File: config.mk
export PLATFORM = sky130hd
export DESIGN_NAME = cdp_fifo
export DESIGN_NICKNAME = d
export VERILOG_FILES = /design/src/design/cdp_pkg.sv /design/src/design/cdp_fifo.sv
export VERILOG_INCLUDE_DIRS = /design/src /design/src/design
export SDC_FILE = /design/constraint.sdc
export NUM_CORES = 1
export LEC_CHECK = 0
export ABC_AREA = 1
export BUFFER_PORTS_ARGS = -buffer_cell sky130_fd_sc_hd__buf_2
export CAP_MARGIN = 0
export CELL_PAD_IN_SITES_DETAIL_PLACEMENT = 0
export CELL_PAD_IN_SITES_GLOBAL_PLACEMENT = 2
export CORE_MARGIN = 2
export CORE_UTILIZATION = 43
export DETAILED_ROUTE_END_ITERATION = 6
export HOLD_SLACK_MARGIN = 0.06
export PLACE_DENSITY_LB_ADDON = 0.1
export SLEW_MARGIN = 5
export SYNTH_ARGS = -nofsm -noshare
export SYNTH_HDL_FRONTEND = slang
export SYNTH_SLANG_ARGS = --single-unit
File: constraint.sdc
create_clock -name clk_i -period 6.69 [get_ports clk_i]
set_clock_uncertainty 0.2 [all_clocks]
set_input_delay 1.338 -clock clk_i [delete_from_list [all_inputs] [get_ports clk_i]]
set_output_delay 1.338 -clock clk_i [all_outputs]
set_load 0.005 [all_outputs]
File: src/design/assert_macros.svh
// ----------------------------------------------------------------------------
// Assertion macros
// Shared wrappers for the concurrent assertions of the dot product block.
// ----------------------------------------------------------------------------
`ifndef ASSERT_MACROS_SVH
`define ASSERT_MACROS_SVH

// The property must hold at every clock edge outside reset.
`define ASSERT_ALWAYS(lbl, clk, rst_n, prop, msg) \
  lbl: assert property (@(posedge clk) disable iff (!rst_n) (prop)) else $error(msg);

// When the trigger holds, the consequence must hold in the next cycle.
`define ASSERT_NEXT(lbl, clk, rst_n, trig, cons, msg) \
  lbl: assert property (@(posedge clk) disable iff (!rst_n) (trig) |=> (cons)) else $error(msg);

`endif

File: src/design/cdp_pkg.sv
// ----------------------------------------------------------------------------
// cdp_pkg
// Types, constants and binary64 helper functions of the dot product block.
// ----------------------------------------------------------------------------
package cdp_pkg;

  localparam logic [63:0] CANON_NAN = 64'h7FF8_0000_0000_0000;
  localparam logic [10:0] EXP_MAX   = 11'h7FF;

  // One product on its way from the multiplier to the accumulator.
  typedef struct packed {
    logic [63:0] prod;
    logic        last;
    logic        mode;
  } cdp_item_t;

  function automatic logic is_nan(input logic [63:0] v);
    return (v[62:52] == EXP_MAX) && (v[51:0] != 52'd0);
  endfunction

  function automatic logic is_inf(input logic [63:0] v);
    return (v[62:52] == EXP_MAX) && (v[51:0] == 52'd0);
  endfunction

  function automatic logic is_zero(input logic [63:0] v);
    return v[62:0] == 63'd0;
  endfunction

  function automatic logic [63:0] canon_nan(input logic [63:0] v);
    return is_nan(v) ? CANON_NAN : v;
  endfunction

  // Leading zero count; 128 when the word is zero.
  function automatic logic [7:0] lzc128(input logic [127:0] v);
    logic [7:0] n;
    n = 8'd128;
    for (int i = 0; i < 128; i++) begin
      if (v[i]) n = 8'(127 - i);
    end
    return n;
  endfunction

  // Right shift that folds every bit shifted out into the sticky bit 0.
  function automatic logic [55:0] shr_sticky(input logic [55:0] sig, input logic [6:0] sh);
    logic [55:0] r;
    logic [55:0] mask;
    logic        st;
    if (sh >= 7'd56) begin
      r  = 56'd0;
      st = |sig;
    end else begin
      r    = sig >> sh;
      mask = ~({56{1'b1}} << sh);
      st   = |(sig & mask);
    end
    return {r[55:1], r[0] | st};
  endfunction

  // Round to nearest even and pack. sig[55] is the hidden bit, sig[2] the guard
  // bit and sig[1:0] the sticky part. A clear hidden bit means a subnormal; the
  // rounding carry runs into the exponent field on its own.
  function automatic logic [63:0] fp_pack(input logic sign, input logic [11:0] e,
                                          input logic [55:0] sig);
    logic [62:0] w;
    logic        inc;
    logic [10:0] ef;
    if (e >= 12'd2047) return {sign, EXP_MAX, 52'd0};
    inc = sig[2] & (sig[3] | sig[1] | sig[0]);
    ef  = sig[55] ? e[10:0] : 11'd0;
    w   = {ef, sig[54:3]} + 63'(inc);
    return {sign, w};
  endfunction

endpackage

File: src/design/cdp_fifo.sv
// ----------------------------------------------------------------------------
// cdp_fifo
// Short queue of products between the multiplier and the accumulator.
// ----------------------------------------------------------------------------
`include "assert_macros.svh"

module cdp_fifo import cdp_pkg::*; #(
  parameter int DEPTH = 4
) (
  input  logic      clk_i,
  input  logic      rst_ni,
  input  logic      push_i,
  input  cdp_item_t item_i,
  input  logic      pop_i,
  output logic      valid_o,
  output cdp_item_t item_o
);

  localparam int AW = $clog2(DEPTH);
  localparam int CW = $clog2(DEPTH + 1);

  cdp_item_t     mem_q [DEPTH];
  logic [AW-1:0] wr_ptr_q, rd_ptr_q;
  logic [CW-1:0] count_q;

  always_ff @(posedge clk_i or negedge rst_ni) begin
    if (!rst_ni) begin
      wr_ptr_q <= '0;
      rd_ptr_q <= '0;
      count_q  <= '0;
    end else begin
      if (push_i) begin
        wr_ptr_q <= (wr_ptr_q == AW'(DEPTH - 1)) ? '0 : wr_ptr_q + AW'(1);
      end
      if (pop_i) begin
        rd_ptr_q <= (rd_ptr_q == AW'(DEPTH - 1)) ? '0 : rd_ptr_q + AW'(1);
      end
      if (push_i && !pop_i) begin
        count_q <= count_q + CW'(1);
      end else if (!push_i && pop_i) begin
        count_q <= count_q - CW'(1);
      end
    end
  end

  always_ff @(posedge clk_i) begin
    if (push_i) mem_q[wr_ptr_q] <= item_i;
  end

  assign valid_o = count_q != '0;
  assign item_o  = mem_q[rd_ptr_q];

  `ASSERT_ALWAYS(a_no_overflow, clk_i, rst_ni, !(push_i && count_q == CW'(DEPTH)), "push into full queue")
  `ASSERT_ALWAYS(a_no_underflow, clk_i, rst_ni, !(pop_i && count_q == '0), "pop from empty queue")

endmodule

---- After elaboration in Yosys (flattened, before gate mapping) ----
Memory sizes are Yosys's and may differ from the RTL's.
Cells that the tools add are included.
cells by class
  $add $sub $neg .......................... 4
  eq/ne operators ......................... 2
  muxes and demuxes ....................... 6
  reductions and logical operators ........ 6
operator list
  cell                 number
  $mux 3               2
  $add 2x1->2 const B  2
  $eq 2x2->1 const B   2
  $mux 2               2
  $add 3x1->3 const B  1
  $reduce_bool 3->1    1
  $sub 3x1->3 const B  1
  $logic_and 1x1->1    2
  $logic_not 1->1      2
  $mux 1               2
  $reduce_bool 2->1    1
word-level totals
  register bits after elaboration ......... 7
  memory bits (writable) .................. 264
  input bits .............................. 70
  output and inout bits ................... 67
  word-level logic and storage cells ...... 22
  memories ................................ 1
memories
  memory  words  width  read ports  clocked after memory_dff  wr ports  RTL line        text
  mem_q   4      66     1           0                         1         cdp_fifo.sv:22  cdp_item_t mem_q [DEPTH];

---- Logic depth before layout (Yosys ltp) ----
  depth in word-level cells ............... 4
  depth in mapped cells ................... 9
  depth with buffers taken out ............ 9

---- Worst setup path after synthesis ----
OpenSTA, ideal clock, no wires.
  path type ............................... input to register
  start point ............................. in push_i
  end point ............................... mem mem_q[3][0] (netlist bit) (enable)
  setup time .............................. 0.420 ns
  data arrival time ....................... 2.662 ns
  data required time ...................... 6.070 ns
  setup slack ............................. 3.408 ns
  stages .................................. 2
  buffers on the path ..................... 0
  cell sequence ........................... nand2_1 > inv_1
between the ends
  cells in the longest elaborated chain, start to end .. 2
RTL lines
  what                          RTL line        text
  start, declared               cdp_fifo.sv:12  input logic push_i,
  $mux 1                        cdp_fifo.sv:47  if (push_i) mem_q[wr_ptr_q] <= item_i;
  $mux 1 (implied by the code)  cdp_fifo.sv:47
  end, declared                 cdp_fifo.sv:22
No other way between the ends.

==> impl_results.md <==
* Post-Place Cell Area at about 0.012 mm^2
* Minimum clock period after layout at between 4000 and 5000 ps
* Gate count after technology mapping at between 800 and 900
* Final setup fails at 0
* FF-to-FF path depth at 5
* Drt initial violations at approximately 330
* Reg2Reg Setup Slack at 4270 ps
* Clock Path Buffers at 3
* Maximum clock rate at approximately 230 MHz
* Crit path max fanout at just under 200
* Post-Syn Nets at between 800 and 900
* Initial antenna violation count at 5
* Nets at a little over 1000
* Hpwl dp at ~12 mm
* Final wirelength at 21.6 mm
* Largest net degree at the start of global routing at approximately 200
* TritonCTS clock tree: built
* Num rows at slightly below 60
* Slew @ Worst Pin at roughly 1100 ps
* End point of the critical path: item_o[4]
* Yosys warns at 0
* Reg-to-reg startpoint: wr_ptr_q[0]
* Reg2reg end: mem_q[0][31]
* Post-CTS setup buffer count at 0
* Total number of vias at 6373
* Avg Vias per Cell at around 4.9
* Die footprint at 0.0268 mm^2
* Reg clk slew, reported paths at 60 ps
* Vias in the first global route at approximately 6300
* Hold WC Path Type: reg2reg
* # clock sinks at approximately 270
* Max-Cap Viols at 0
* Power per cell area at ~400 mW/mm^2
* Die width at ~160 um
* CP Launch Type: flop
* DRT Pass-1 Iters at 5
* Post-CTS sizing at 0
* Worst Hold Depth at 2
* Root Driver: clkbuf_16
* Port bufs at about 140
* Clk_lat worst skew at around 520 ps
* Routed Antenna Nets at 0
* First-pass GRT wire length at 33.3 mm
* Commonest non-fill, non-tap cell in the layout: edfxtp_1
* H-tree Lvls at 1
* Pleak at roughly 5.2 nW
* Synthesized cell area at roughly 0.011 mm^2
* Height of the die at around 160 um
* GPL Wtd Cong at between 0.7 and 0.8
* Worst Setup SP: rd_ptr_q[0]
* Library cells used by synthesis at 19
* Io pins at between 100 and 150
* Register bit count reported by yosys at 271
* Worst setup EP type: output port
* Core Region at between 0.02 and 0.03 mm^2
* Starting density of the core at 0.437
* Global route overflow at 0
* Count of final max-slew check failures at 0
* Per-cell routed wire length at approximately 17 um
* Max-slew headroom at 0.262
* CTS Buf Count at 29
* Setup total negative slack at 0 ps
* Status: completed
* Crit path kind: reg2out
* RSZ-0062 raised after global routing: false
* Fill count at approximately 2200
* CTS hold repair buffers at 0
* Sequential fraction of the synthesis area at 0.738
* Peak supply drop at 0.422 mV
* Synth Area per Inst at approximately 13 um^2
* Overall Global Routing Usage at 0.161
* Crit path required time at just over 5000 ps
* Final worst-path cycle share at 0.653
* Highest-count cells in the layout ignoring fill and taps: edfxtp_1, nand2_1, inv_1
* Area growth syn-to-layout at 15.8%
* DRC violations left at 0
* Layout cell share with drive strength beyond 1 at 0.216
* Worst EP arrival at 2830 ps
* Finished Cell Area at approximately 0.013 mm^2
* Final Hold Vio Count at 0
synth_stat cells:
master,number,area share
edfxtp_1,264,0.72
nand2_1,214,0.073
inv_1,143,0.049
o211ai_1,112,0.077
o211ai_2,20,0.023
buf_2,18,0.0082
buf_6,11,0.011
buf_4,8,0.0055
dfrtp_1,7,0.016
clkbuf_1,6,0.0021
ha_1,6,0.0068
nor2_1,3,0.0010
o21ai_0,3,0.0014
inv_2,2,0.00068
fa_1,1,0.0018
nand3_1,1,0.00046
nand4_1,1,0.00057
o21ai_1,1,0.00046
xnor2_1,1,0.00080
worst min-delay path by stage:
stage                from    endpoint  slack [ps]
2_1_floorplan  count_q[2]  count_q[2]         240
3_3_place_gp   count_q[2]  count_q[2]         250
3_5_place_dp   count_q[2]  count_q[2]         270
4_1_cts        count_q[2]  count_q[2]         290
5_1_grt        count_q[2]  count_q[2]         300
6_report       count_q[2]  count_q[2]         290
metrics by stage:
step	worst slack (ps)	util	instances	total power [mW]	hold slack, ps
final	2320	0.507	1306	5.20	295
after global routing	1980	0.506	1302	5.54	300
after CTS	2160	0.506	1302	5.30	286
after detailed placement	2740	0.472	1252	3.85	273
after global placement	2820	0.472	1252	3.82	253
after floorplan	3410	-	822	3.30	242
layout make-up:
cell class                 count  area, um^2  share of cell area
timing repair buffer         143         733              0.0576
inverter                     145         558              0.0439
tap                          330         413              0.0325
sequential                   271        8100               0.637
multi-input combinational    363        2040               0.160
clock buffer                  31         733              0.0576
clock inverter                19         126             0.00994
antenna                        4        10.0            0.000787
power by group:
| part | switching [mW] | internal (mW) |
|---|---|---|
| Clock | 0.604 | 0.827 |
| Sequential | 0.0724 | 2.18 |
| Combinational | 0.998 | 0.518 |
| Total | 1.67 | 3.53 |
critical path: stages (launching register included):
cell	delay, ps
dfrtp_1	450
inv_8	690
buf_4	670
nand2_1	100
o211ai_1	110
nand2_1	90
buf_2	130
sequential cells by signal, summed over array words and instances, names as in the netlist:
name      flops
mem_q       264
wr_ptr_q      2
count_q       3
rd_ptr_q      2
kinds of logic after synthesis:
kind of cell    count (synthesis)  share of synthesized area
compound gates                136                      0.101
xor+xnor                        1                   0.000798
fa+ha+maj                       7                    0.00866
buf+inv                       188                     0.0765
flops                         271                      0.738
simple gates                  219                     0.0752
per-layer routing:
metal | routed length [um] | track usage
met2 | 10700 | 0.283
met4 | 333 | 0.0399
met1 | 9280 | 0.199
met5 | 27 | 0
met3 | 1290 | 0.0419
Note: power is estimated with default switching activity, not from simulation.
