[src/design/assert_macros.svh]
// ----------------------------------------------------------------------------
// Assertion macros
// Shared wrappers for the concurrent assertions of the dot product block.
// ----------------------------------------------------------------------------
`ifndef ASSERT_MACROS_SVH
`define ASSERT_MACROS_SVH

// The property must hold at every clock edge outside reset.
`define ASSERT_ALWAYS(lbl, clk, rst_n, prop, msg) \
  lbl: assert property (@(posedge clk) disable iff (!rst_n) (prop)) else $error(msg);

// When the trigger holds, the consequence must hold in the next cycle.
`define ASSERT_NEXT(lbl, clk, rst_n, trig, cons, msg) \
  lbl: assert property (@(posedge clk) disable iff (!rst_n) (trig) |=> (cons)) else $error(msg);

`endif

[src/design/cdp_pkg.sv]
// ----------------------------------------------------------------------------
// cdp_pkg
// Types, constants and binary64 helper functions of the dot product block.
// ----------------------------------------------------------------------------
package cdp_pkg;

  localparam logic [63:0] CANON_NAN = 64'h7FF8_0000_0000_0000;
  localparam logic [10:0] EXP_MAX   = 11'h7FF;

  // One product on its way from the multiplier to the accumulator.
  typedef struct packed {
    logic [63:0] prod;
    logic        last;
    logic        mode;
  } cdp_item_t;

  function automatic logic is_nan(input logic [63:0] v);
    return (v[62:52] == EXP_MAX) && (v[51:0] != 52'd0);
  endfunction

  function automatic logic is_inf(input logic [63:0] v);
    return (v[62:52] == EXP_MAX) && (v[51:0] == 52'd0);
  endfunction

  function automatic logic is_zero(input logic [63:0] v);
    return v[62:0] == 63'd0;
  endfunction

  function automatic logic [63:0] canon_nan(input logic [63:0] v);
    return is_nan(v) ? CANON_NAN : v;
  endfunction

  // Leading zero count; 128 when the word is zero.
  function automatic logic [7:0] lzc128(input logic [127:0] v);
    logic [7:0] n;
    n = 8'd128;
    for (int i = 0; i < 128; i++) begin
      if (v[i]) n = 8'(127 - i);
    end
    return n;
  endfunction

  // Right shift that folds every bit shifted out into the sticky bit 0.
  function automatic logic [55:0] shr_sticky(input logic [55:0] sig, input logic [6:0] sh);
    logic [55:0] r;
    logic [55:0] mask;
    logic        st;
    if (sh >= 7'd56) begin
      r  = 56'd0;
      st = |sig;
    end else begin
      r    = sig >> sh;
      mask = ~({56{1'b1}} << sh);
      st   = |(sig & mask);
    end
    return {r[55:1], r[0] | st};
  endfunction

  // Round to nearest even and pack. sig[55] is the hidden bit, sig[2] the guard
  // bit and sig[1:0] the sticky part. A clear hidden bit means a subnormal; the
  // rounding carry runs into the exponent field on its own.
  function automatic logic [63:0] fp_pack(input logic sign, input logic [11:0] e,
                                          input logic [55:0] sig);
    logic [62:0] w;
    logic        inc;
    logic [10:0] ef;
    if (e >= 12'd2047) return {sign, EXP_MAX, 52'd0};
    inc = sig[2] & (sig[3] | sig[1] | sig[0]);
    ef  = sig[55] ? e[10:0] : 11'd0;
    w   = {ef, sig[54:3]} + 63'(inc);
    return {sign, w};
  endfunction

endpackage

[src/design/cdp_fadd.sv]
// ----------------------------------------------------------------------------
// cdp_fadd
// Five stage binary64 adder and subtractor, round to nearest even.
// ----------------------------------------------------------------------------
module cdp_fadd import cdp_pkg::*; (
  input  logic        clk_i,
  input  logic        rst_ni,
  input  logic        start_i,
  input  logic [63:0] a_i,
  input  logic [63:0] b_i,
  input  logic        sub_i,
  output logic        done_o,
  output logic [63:0] sum_o
);

  typedef struct packed {
    logic sign;
    logic eff_sub;
    logic nan;
    logic inf;
    logic zsign;
  } flags_t;

  logic [4:0]  vld_q;
  logic [63:0] bb, big, sml;
  logic        a_ge;
  logic [10:0] eb, es, d;
  flags_t      f_d;
  flags_t      f_q [4];

  logic [55:0] big1_q, sml1_q, al;
  logic [6:0]  d1_q;
  logic [10:0] eb_q [3];
  logic [56:0] s2_q, s3_q;
  logic [5:0]  lz3_q, sh;
  logic [11:0] e4_q;
  logic [55:0] sig4_q;
  logic        z4_q;
  logic [63:0] res_q;

  always_comb begin
    bb        = {b_i[63] ^ sub_i, b_i[62:0]};
    a_ge      = a_i[62:0] >= bb[62:0];
    big       = a_ge ? a_i : bb;
    sml       = a_ge ? bb : a_i;
    eb        = (big[62:52] == 11'd0) ? 11'd1 : big[62:52];
    es        = (sml[62:52] == 11'd0) ? 11'd1 : sml[62:52];
    d         = eb - es;
    f_d.sign    = big[63];
    f_d.eff_sub = a_i[63] ^ bb[63];
    f_d.nan     = is_nan(a_i) || is_nan(bb) || (is_inf(a_i) && is_inf(bb) && f_d.eff_sub);
    f_d.inf     = is_inf(a_i) || is_inf(bb);
    // An exact zero from cancellation is +0; like signed zeros keep their sign.
    f_d.zsign   = f_d.eff_sub ? 1'b0 : big[63];
  end

  assign al = shr_sticky(sml1_q, d1_q);
  // Only taken when the leading one lies at or past the minimum exponent.
  assign sh = ({6'd0, lz3_q} < {1'b0, eb_q[2]}) ? lz3_q : 6'(eb_q[2] - 11'd1);

  always_ff @(posedge clk_i or negedge rst_ni) begin
    if (!rst_ni) begin
      vld_q <= '0;
    end else begin
      vld_q <= {vld_q[3:0], start_i};
    end
  end

  always_ff @(posedge clk_i) begin
    // Stage 1: order by magnitude.
    f_q[0]  <= f_d;
    big1_q  <= {big[62:52] != 11'd0, big[51:0], 3'b000};
    sml1_q  <= {sml[62:52] != 11'd0, sml[51:0], 3'b000};
    d1_q    <= (d > 11'd127) ? 7'd127 : d[6:0];
    eb_q[0] <= eb;
    // Stage 2: align and add.
    f_q[1]  <= f_q[0];
    eb_q[1] <= eb_q[0];
    s2_q    <= f_q[0].eff_sub ? {1'b0, big1_q} - {1'b0, al} : {1'b0, big1_q} + {1'b0, al};
    // Stage 3: leading zeros.
    f_q[2]  <= f_q[1];
    eb_q[2] <= eb_q[1];
    s3_q    <= s2_q;
    lz3_q   <= 6'(lzc128({s2_q[55:0], 72'd0}));
    // Stage 4: normalize.
    f_q[3]  <= f_q[2];
    z4_q    <= s3_q == 57'd0;
    if (s3_q[56]) begin
      sig4_q <= {s3_q[56:2], s3_q[1] | s3_q[0]};
      e4_q   <= {1'b0, eb_q[2]} + 12'd1;
    end else begin
      sig4_q <= s3_q[55:0] << sh;
      e4_q   <= {1'b0, eb_q[2]} - {6'd0, sh};
    end
    // Stage 5: round and pack.
    if (f_q[3].nan) begin
      res_q <= CANON_NAN;
    end else if (f_q[3].inf) begin
      res_q <= {f_q[3].sign, EXP_MAX, 52'd0};
    end else if (z4_q) begin
      res_q <= {f_q[3].zsign, 63'd0};
    end else begin
      res_q <= fp_pack(f_q[3].sign, e4_q, sig4_q);
    end
  end

  assign done_o = vld_q[4];
  assign sum_o  = res_q;

endmodule

[src/design/cdp_back.sv]
// ----------------------------------------------------------------------------
// cdp_back
// Accumulator sequencer: runs the compensated or plain sum on the shared adder.
// ----------------------------------------------------------------------------
`include "assert_macros.svh"

module cdp_back import cdp_pkg::*; (
  input  logic        clk_i,
  input  logic        rst_ni,
  input  logic        item_valid_i,
  input  cdp_item_t   item_i,
  output logic        pop_o,
  output logic        out_valid_o,
  input  logic        out_ready_i,
  output logic [63:0] dot_sum_bits_o
);

  typedef enum logic [2:0] {ST_IDLE, ST_Q, ST_T, ST_U, ST_V, ST_END} state_e;

  state_e      state_q;
  logic        launch_q;
  logic        last_q, mode_q;
  logic [63:0] s_q, c_q, q_q, t_q, u_q;
  logic        out_valid_q;
  logic [63:0] out_data_q;
  logic [63:0] op_a, op_b;
  logic        op_sub;
  logic        sum_valid;
  logic [63:0] sum;
  logic        out_free;

  always_comb begin
    unique case (state_q)
      ST_Q:    begin op_a = q_q; op_b = c_q; op_sub = 1'b1; end
      ST_T:    begin op_a = s_q; op_b = q_q; op_sub = 1'b0; end
      ST_U:    begin op_a = t_q; op_b = s_q; op_sub = 1'b1; end
      ST_V:    begin op_a = u_q; op_b = q_q; op_sub = 1'b1; end
      default: begin op_a = s_q; op_b = q_q; op_sub = 1'b0; end
    endcase
  end

  cdp_fadd u_fadd (
    .clk_i   (clk_i),
    .rst_ni  (rst_ni),
    .start_i (launch_q),
    .a_i     (op_a),
    .b_i     (op_b),
    .sub_i   (op_sub),
    .done_o  (sum_valid),
    .sum_o   (sum)
  );

  assign pop_o    = (state_q == ST_IDLE) && item_valid_i;
  assign out_free = !out_valid_q || out_ready_i;

  always_ff @(posedge clk_i or negedge rst_ni) begin
    if (!rst_ni) begin
      state_q     <= ST_IDLE;
      launch_q    <= 1'b0;
      last_q      <= 1'b0;
      mode_q      <= 1'b0;
      s_q         <= '0;
      c_q         <= '0;
      q_q         <= '0;
      t_q         <= '0;
      u_q         <= '0;
      out_valid_q <= 1'b0;
      out_data_q  <= '0;
    end else begin
      launch_q <= 1'b0;
      if (out_valid_q && out_ready_i) out_valid_q <= 1'b0;
      unique case (state_q)
        ST_IDLE: begin
          if (item_valid_i) begin
            q_q      <= item_i.prod;
            last_q   <= item_i.last;
            mode_q   <= item_i.mode;
            state_q  <= item_i.mode ? ST_Q : ST_T;
            launch_q <= 1'b1;
          end
        end
        ST_Q: begin
          if (sum_valid) begin
            q_q      <= sum;
            state_q  <= ST_T;
            launch_q <= 1'b1;
          end
        end
        ST_T: begin
          if (sum_valid) begin
            t_q <= sum;
            if (mode_q) begin
              state_q  <= ST_U;
              launch_q <= 1'b1;
            end else begin
              state_q <= ST_END;
            end
          end
        end
        ST_U: begin
          if (sum_valid) begin
            u_q      <= sum;
            state_q  <= ST_V;
            launch_q <= 1'b1;
          end
        end
        ST_V: begin
          if (sum_valid) begin
            c_q     <= sum;
            state_q <= ST_END;
          end
        end
        ST_END: begin
          if (!last_q) begin
            s_q     <= t_q;
            state_q <= ST_IDLE;
          end else if (out_free) begin
            out_valid_q <= 1'b1;
            out_data_q  <= canon_nan(t_q);
            s_q         <= '0;
            c_q         <= '0;
            state_q     <= ST_IDLE;
          end
        end
        default: state_q <= ST_IDLE;
      endcase
    end
  end

  assign out_valid_o    = out_valid_q;
  assign dot_sum_bits_o = out_data_q;

  `ASSERT_ALWAYS(a_sum_when_busy, clk_i, rst_ni, !(sum_valid && (state_q == ST_IDLE || state_q == ST_END)), "adder result with no operation pending")

endmodule

[config.mk]
export PLATFORM = sky130hd
export DESIGN_NAME = cdp_back
export DESIGN_NICKNAME = d
export VERILOG_FILES = /design/src/design/cdp_pkg.sv /design/src/design/cdp_fadd.sv /design/src/design/cdp_back.sv
export VERILOG_INCLUDE_DIRS = /design/src /design/src/design
export SDC_FILE = /design/constraint.sdc
export NUM_CORES = 2
export LEC_CHECK = 0
export ABC_AREA = 1
export BUFFER_PORTS_ARGS = -buffer_cell sky130_fd_sc_hd__buf_2
export CAP_MARGIN = 10
export CORE_MARGIN = 2
export CORE_UTILIZATION = 50
export CTS_BUF_LIST = sky130_fd_sc_hd__clkbuf_4
export DETAILED_ROUTE_END_ITERATION = 16
export GPL_TIMING_DRIVEN = 0
export PLACE_DENSITY = 0.69
export RECOVER_POWER = 50
export SLEW_MARGIN = 5
export SYNTH_ARGS = -nofsm -noshare
export SYNTH_HDL_FRONTEND = slang
export SYNTH_SLANG_ARGS = --single-unit
[constraint.sdc]
create_clock -name clk_i -period 8.7 [get_ports clk_i]
set_clock_uncertainty 0.2 [all_clocks]
set_input_delay 1.305 -clock clk_i [delete_from_list [all_inputs] [get_ports clk_i]]
set_output_delay 1.305 -clock clk_i [all_outputs]
set_load 0.01 [all_outputs]
# Word-level counts from Yosys, hierarchy flattened
# Memories as Yosys holds them, arrays and structs flattened.
# Index checks and enable logic that the tools add are counted.
# classes
shift	3
div_mod_pow	0
add_sub_neg	7
magnitude_cmp	5
n_mul	0
mux	105
n_reduce_logical	46
n_eq_ne	17
bitwise_logic	9
# op_table
cell	count
$mux W64	11
$pmux W64 S2	3
$pmux W64 S3	1
$reduce_bool A52 Y1	3
$mux W6	25
$logic_not A52 Y1	2
$mux W5	16
$add A63 B1 Y63	1
$ge A63 B63 Y1	1
$mux W63	1
$add A56 B56 Y57	1
$logic_not A57 Y1	1
$mux W57	1
$sub A56 B56 Y57	1
$and A56 B56 Y56	1
$mux W56	1
$not A56 Y56	1
$reduce_or A56 Y1	1
$shl A56 B6 Y56	1
$shl A56 B7 Y56 const A	1
$shr A56 B7 Y56	1
$mux W55	1
$reduce_or A53 Y1	1
$mux W3	12
42 further kinds	103
# totals
rom_bits	0
input_bits	70
latchBits	0
mem_count	2
elab_cells	224
regBits	762
mem_bits_rw	53
# mem_list
name	words	width	read_ports	rd_clocked_by_memory_dff	wr	line_no	text
u_fadd.eb_q	3	11	3	0	3	cdp_fadd.sv:33	logic [10:0] eb_q [3];
u_fadd.f_q	4	5	4	0	4	cdp_fadd.sv:29	flags_t f_q [4];

# Logic depth before layout (Yosys ltp)
# depth
word_depth	55
mapped_depth	55

# Cells and area by module
# From an unflattened synthesis, not the netlist that was laid out.
# unflattened
hier_cells	6639
hier_area_um2	47113.9
# by_module_without_submodules
module	n_inst	cells_per_inst	area_each_um2
cdp_fadd	1	4469	29060.4
cdp_back	1	2170	18053.6

# Least setup slack after synthesis
# OpenSTA, ideal clock, no wires.
# synth_timing
kind	reg-to-reg
start	reg state_q[0]
end	reg u_fadd.d1_q[0]
setup_time_ns	0.131
stages_incl_launch_ff	45
arrival_ns	6.307
path_slack_ns	2.062
path_cell_list	dfrtp_1 -> inv_1 -> nor2_1 -> inv_1 -> nor2_1 -> inv_1 -> clkbuf_1 -> clkbuf_1 -> buf_1 -> o22ai_1 -> a21oi_1 -> ha_1 -> nand2_1 -> o21ai_0 -> nand3_1 -> a21oi_1 -> a211oi_1 -> o41ai_1 -> [9 not listed] -> nand3_1 -> nand2_1 -> inv_1 -> ha_1 -> fa_1 -> o31ai_1 -> a21o_1 -> a21oi_1 -> nor2_1 -> o21ai_0 -> nand2_1 -> nand2_1 -> nand2_1 -> a21oi_1 -> a221oi_1 -> o21ai_0 -> nor2_1 -> nand2_1
# synth_via
elab_chain_len	8
word_cells_on_any_way	14
# synth_lines
item	line_no	text
from (decl)	cdp_back.sv:20	state_e state_q;
from (signal assigned)	cdp_back.sv:78	state_q <= item_i.mode ? ST_Q : ST_T;
$eq A3 B3 Y1, or another cell as far along	cdp_back.sv:33	unique case (state_q)
$pmux W64 S3 or $pmux W64 S2 (tied branches)	cdp_back.sv:33	
$ge A63 B63 Y1	cdp_fadd.sv:43	a_ge = a_i[62:0] >= bb[62:0];
$mux W64 (*)	cdp_fadd.sv:44	big = a_ge ? a_i : bb;
$logic_not A11 Y1	cdp_fadd.sv:46	eb = (big[62:52] == 11'd0) ? 11'd1 : big[62:52];
$mux W11 (*)	cdp_fadd.sv:46	
named net u_fadd.eb[1]	cdp_fadd.sv:27	logic [10:0] eb, es, d;
$sub A11 B11 Y11 (*)	cdp_fadd.sv:48	d = eb - es;
$gt A11 B7 Y1 (*)	cdp_fadd.sv:74	d1_q <= (d > 11'd127) ? 7'd127 : d[6:0];
to (signal assigned)	cdp_fadd.sv:74	
to (decl)	cdp_fadd.sv:32	logic [6:0] d1_q;
# Mark *: on every way through the listed nets, which the timed path passes. The rest lies on a longest branch.
# A chain may end at the register's enable or synchronous reset.

# Worst setup path in the final report
# layout_timing
start	reg state_q[2]
end	reg u_fadd.d1_q[2]
# layout_via
elab_chain_len	8
word_cells_on_any_way	14
# layout_lines
item	line_no
$eq A3 B3 Y1, or another cell as far along	cdp_back.sv:33
$pmux W64 S3 or $pmux W64 S2 (tied branches)	cdp_back.sv:33
$ge A63 B63 Y1	cdp_fadd.sv:43
$mux W64 (*)	cdp_fadd.sv:44
$logic_not A11 Y1	cdp_fadd.sv:46
$mux W11 (*)	cdp_fadd.sv:46
named net u_fadd.eb[1]	cdp_fadd.sv:27
$sub A11 B11 Y11 (*)	cdp_fadd.sv:48
$gt A11 B7 Y1	cdp_fadd.sv:74
# Marks and branches as above.

==> impl_metrics.yaml <==
status:
  violations: "max-capacitance violations, max-slew violations"
  status: "complete, but fails checks"
clock_tree:
  htreeDepth: 4
  cts_buffer_depth: 3
  clkTransAtPathRegs_ns: 0.07
  cts_root_buf: "clkbuf_4"
  cts_tree: "built"
  cts_made_buffers: 206
  clk_latency_ns: 1.16
  cts_sinks: 812
worst_setup_path:
  path_buf_inv: 8
  cp_max_fo: 10
  cp_common_cell: "nand2_1"
  cp_slowest_cell: "o21ai_0"
  startpoint_type: "register"
  path_class: "reg -> reg"
  worst_path_largest_cell_delay_ns: 0.95
  end_kind: "register"
  cp.arrival_ns: 9.30
  crit_family: "compound AO/OA/AOI/OAI gates"
  worstPathRequired_ns: 9.45
global_routing:
  grt_pass1_wl_um: 301000
  grt_overflow: 0
  antenna_found_initial: 6
  grtUsageTotal_pct: 43.1
  grt_pass1_vias: 46300
  grt_max_degree: 116
placement:
  dp.final_hpwl_um: 167000
  place_congestion: 1.07
  numPortBuffers: 135
synth:
  synthTopCellsByArea: "dfrtp_1 21%, dfxtp_1 18%, nand2_1 11%"
  synth.yosys.seq_area_share_pct: 39.5
  yosys_most_used_dff: "dfxtp_1"
  synth.top_cell.area_share_pct: 21.5
  async_flop_share_pct: 48.8
  ys_warn_count: 0
  synth_cell_types: 64
  synth-seq-cells: 812
  syn-num-nets: 6650
  synth_edf_count: 0
  synth_area_leader_cell: "dfrtp_1"
  avgSynthCellArea_um2: 7.25
  postSynthCellCount: 6376
  synth_area_um2: 46200
timing:
  post-route-period-util_pct: 98.2
  hold_viol: 0
  finalSetupViolCount: 0
  tightest_slew_ns: 4.29
  slew_violations: 287
  max_freq_ghz: 0.117
  max_slew_margin_pct: -186
  final.setup.tns_ns: 0
  layout_min_cycle_time_ns: 8.55
drt:
  vias_per_cell: 6.05
  first_pass_iters: 9
  vias: 48800
  antenna_left: 0
  drc: 0
  wire_per_inst_um: 25.9
  routed_wl_um: 209000
  drt_iter0_drc: 6413
floorplan:
  io-pin-count: 136
  rows: 111
  core_area_um2: 91700
  start_util_pct: 50.4
  chipWidth_um: 308
  die_area_um2: 94800
  die_height_um: 308
cells_and_area:
  nets: 7005
  syn2layout_area_growth_pct: 11.5
  drive_above_1_share_pct: 9.37
worst_hold_path:
  min_path_type: "reg -> reg"
flow_run:
  maxCapViolCount: 3
## cell families after synthesis
group | Yosys count | synth area share (%)
fa+ha+maj | 204 | 5.57
simple gates | 2141 | 19.4
flops | 812 | 39.5
xor+xnor | 80 | 1.52
compound gates | 1896 | 23.2
buf+inv | 1194 | 9.77
mux | 49 | 1.06
## repair_timing
item | 4_1_cts | 5_1_grt
pin swaps | 0 | 4
setup endpoints to repair | 7 | 11
buffers inserted | 0 | 6
endpoints found under the hold margin | 74 | 0
cloned | 0 | 1
resized for setup | 86 | 101
hold buffers | 1 | 0
## sequential cells by signal, summed over array words and instances, names as in the netlist, 3 cells and up
name	count
state_q	3
dot_sum_bits_o	64
c_q	64
u_q	64
u_fadd.sum_o	64
s_q	64
u_fadd.eb_q	33
t_q	64
u_fadd.lz3_q	6
u_fadd.sml1_q	53
q_q	64
u_fadd.s2_q	57
u_fadd.f_q	17
u_fadd.d1_q	7
u_fadd.vld_q	5
u_fadd.sig4_q	56
u_fadd.big1_q	53
u_fadd.s3_q	57
u_fadd.e4_q	12
## layout by cell type (no fill, tap or decap), types with 152 or more instances in the layout
master    instances
a21oi_1         364
buf_2           152
clkbuf_1        266
clkbuf_4        311
dfrtp_1         396
dfxtp_1         416
ha_1            201
inv_1           817
nand2_1        1341
nand3_1         183
nor2_1          374
o21ai_0         912
o22ai_1         203
## worst paths after layout
| kind | slack, ns | startpoint | cells after the start | endpoint |
|---|---|---|---|---|
| setup / recovery | 0.15 | state_q[2] | 41 | u_fadd.d1_q[2] |
| min in group asynchronous | 2.02 | rst_ni | 2 | u_fadd.vld_q[0] |
| hold / removal | 0.12 | u_fadd.eb_q[0][9] | 0 | u_fadd.eb_q[0][20] |
| max in group asynchronous | 1.31 | rst_ni | 4 | t_q[36] |
| setup reg to reg | 0.15 | state_q[2] | 41 | u_fadd.d1_q[2] |
| hold reg to reg | 0.12 | u_fadd.eb_q[0][9] | 0 | u_fadd.eb_q[0][20] |
## cells in the mapped netlist (49+ instances only)
master	instances
clkbuf_1	299
nand4_1	57
ha_1	201
nand2_1	1342
o21ai_0	930
o22ai_1	203
nor2_1	376
nor4_1	54
mux2i_1	49
a21oi_1	386
nand3_1	186
o211ai_1	101
o31ai_1	69
inv_1	817
dfrtp_1	396
nor3_1	59
xor2_1	70
dfxtp_1	416
## layer usage
layer  track usage [%]  share of wire (%)  vias up
met4              27.8                7.2        0
met2              65.8                 43     2958
met5                 0                  0        -
met3              9.87                 10      644
met1              55.0                 40    23000
li1                  -                  -    22200
## cell type report
type,count,area (um^2)
multi-input cells,4371,23700
well taps,1186,1480
flip-flops and latches,812,18200
fillers,8940,40200
plain buffers,358,1500
diodes,6,15.0
repair buffers,146,754
clock inverters,60,453
clock buffers,299,2240
inverters,836,3140
## through the flow
stage               cell area [um^2]  setup WS (ns)  hold slack (ns)  utilization (%)  std cells
CTS                            51300        0.00567           0.0995             56.0       8061
finish                         51500          0.153            0.120             56.2       8074
global placement               48400          -2.11            0.112             52.8       7697
floorplan                      46200           2.06            0.110                -       6376
global route                   51500        -0.0819            0.130             56.2       8074
detailed placement             48500          -2.17            0.112             52.9       7701
Power is left out: the tool's default activity adds up to more than one toggle a clock period on the data nets, which glitch-free logic cannot reach.
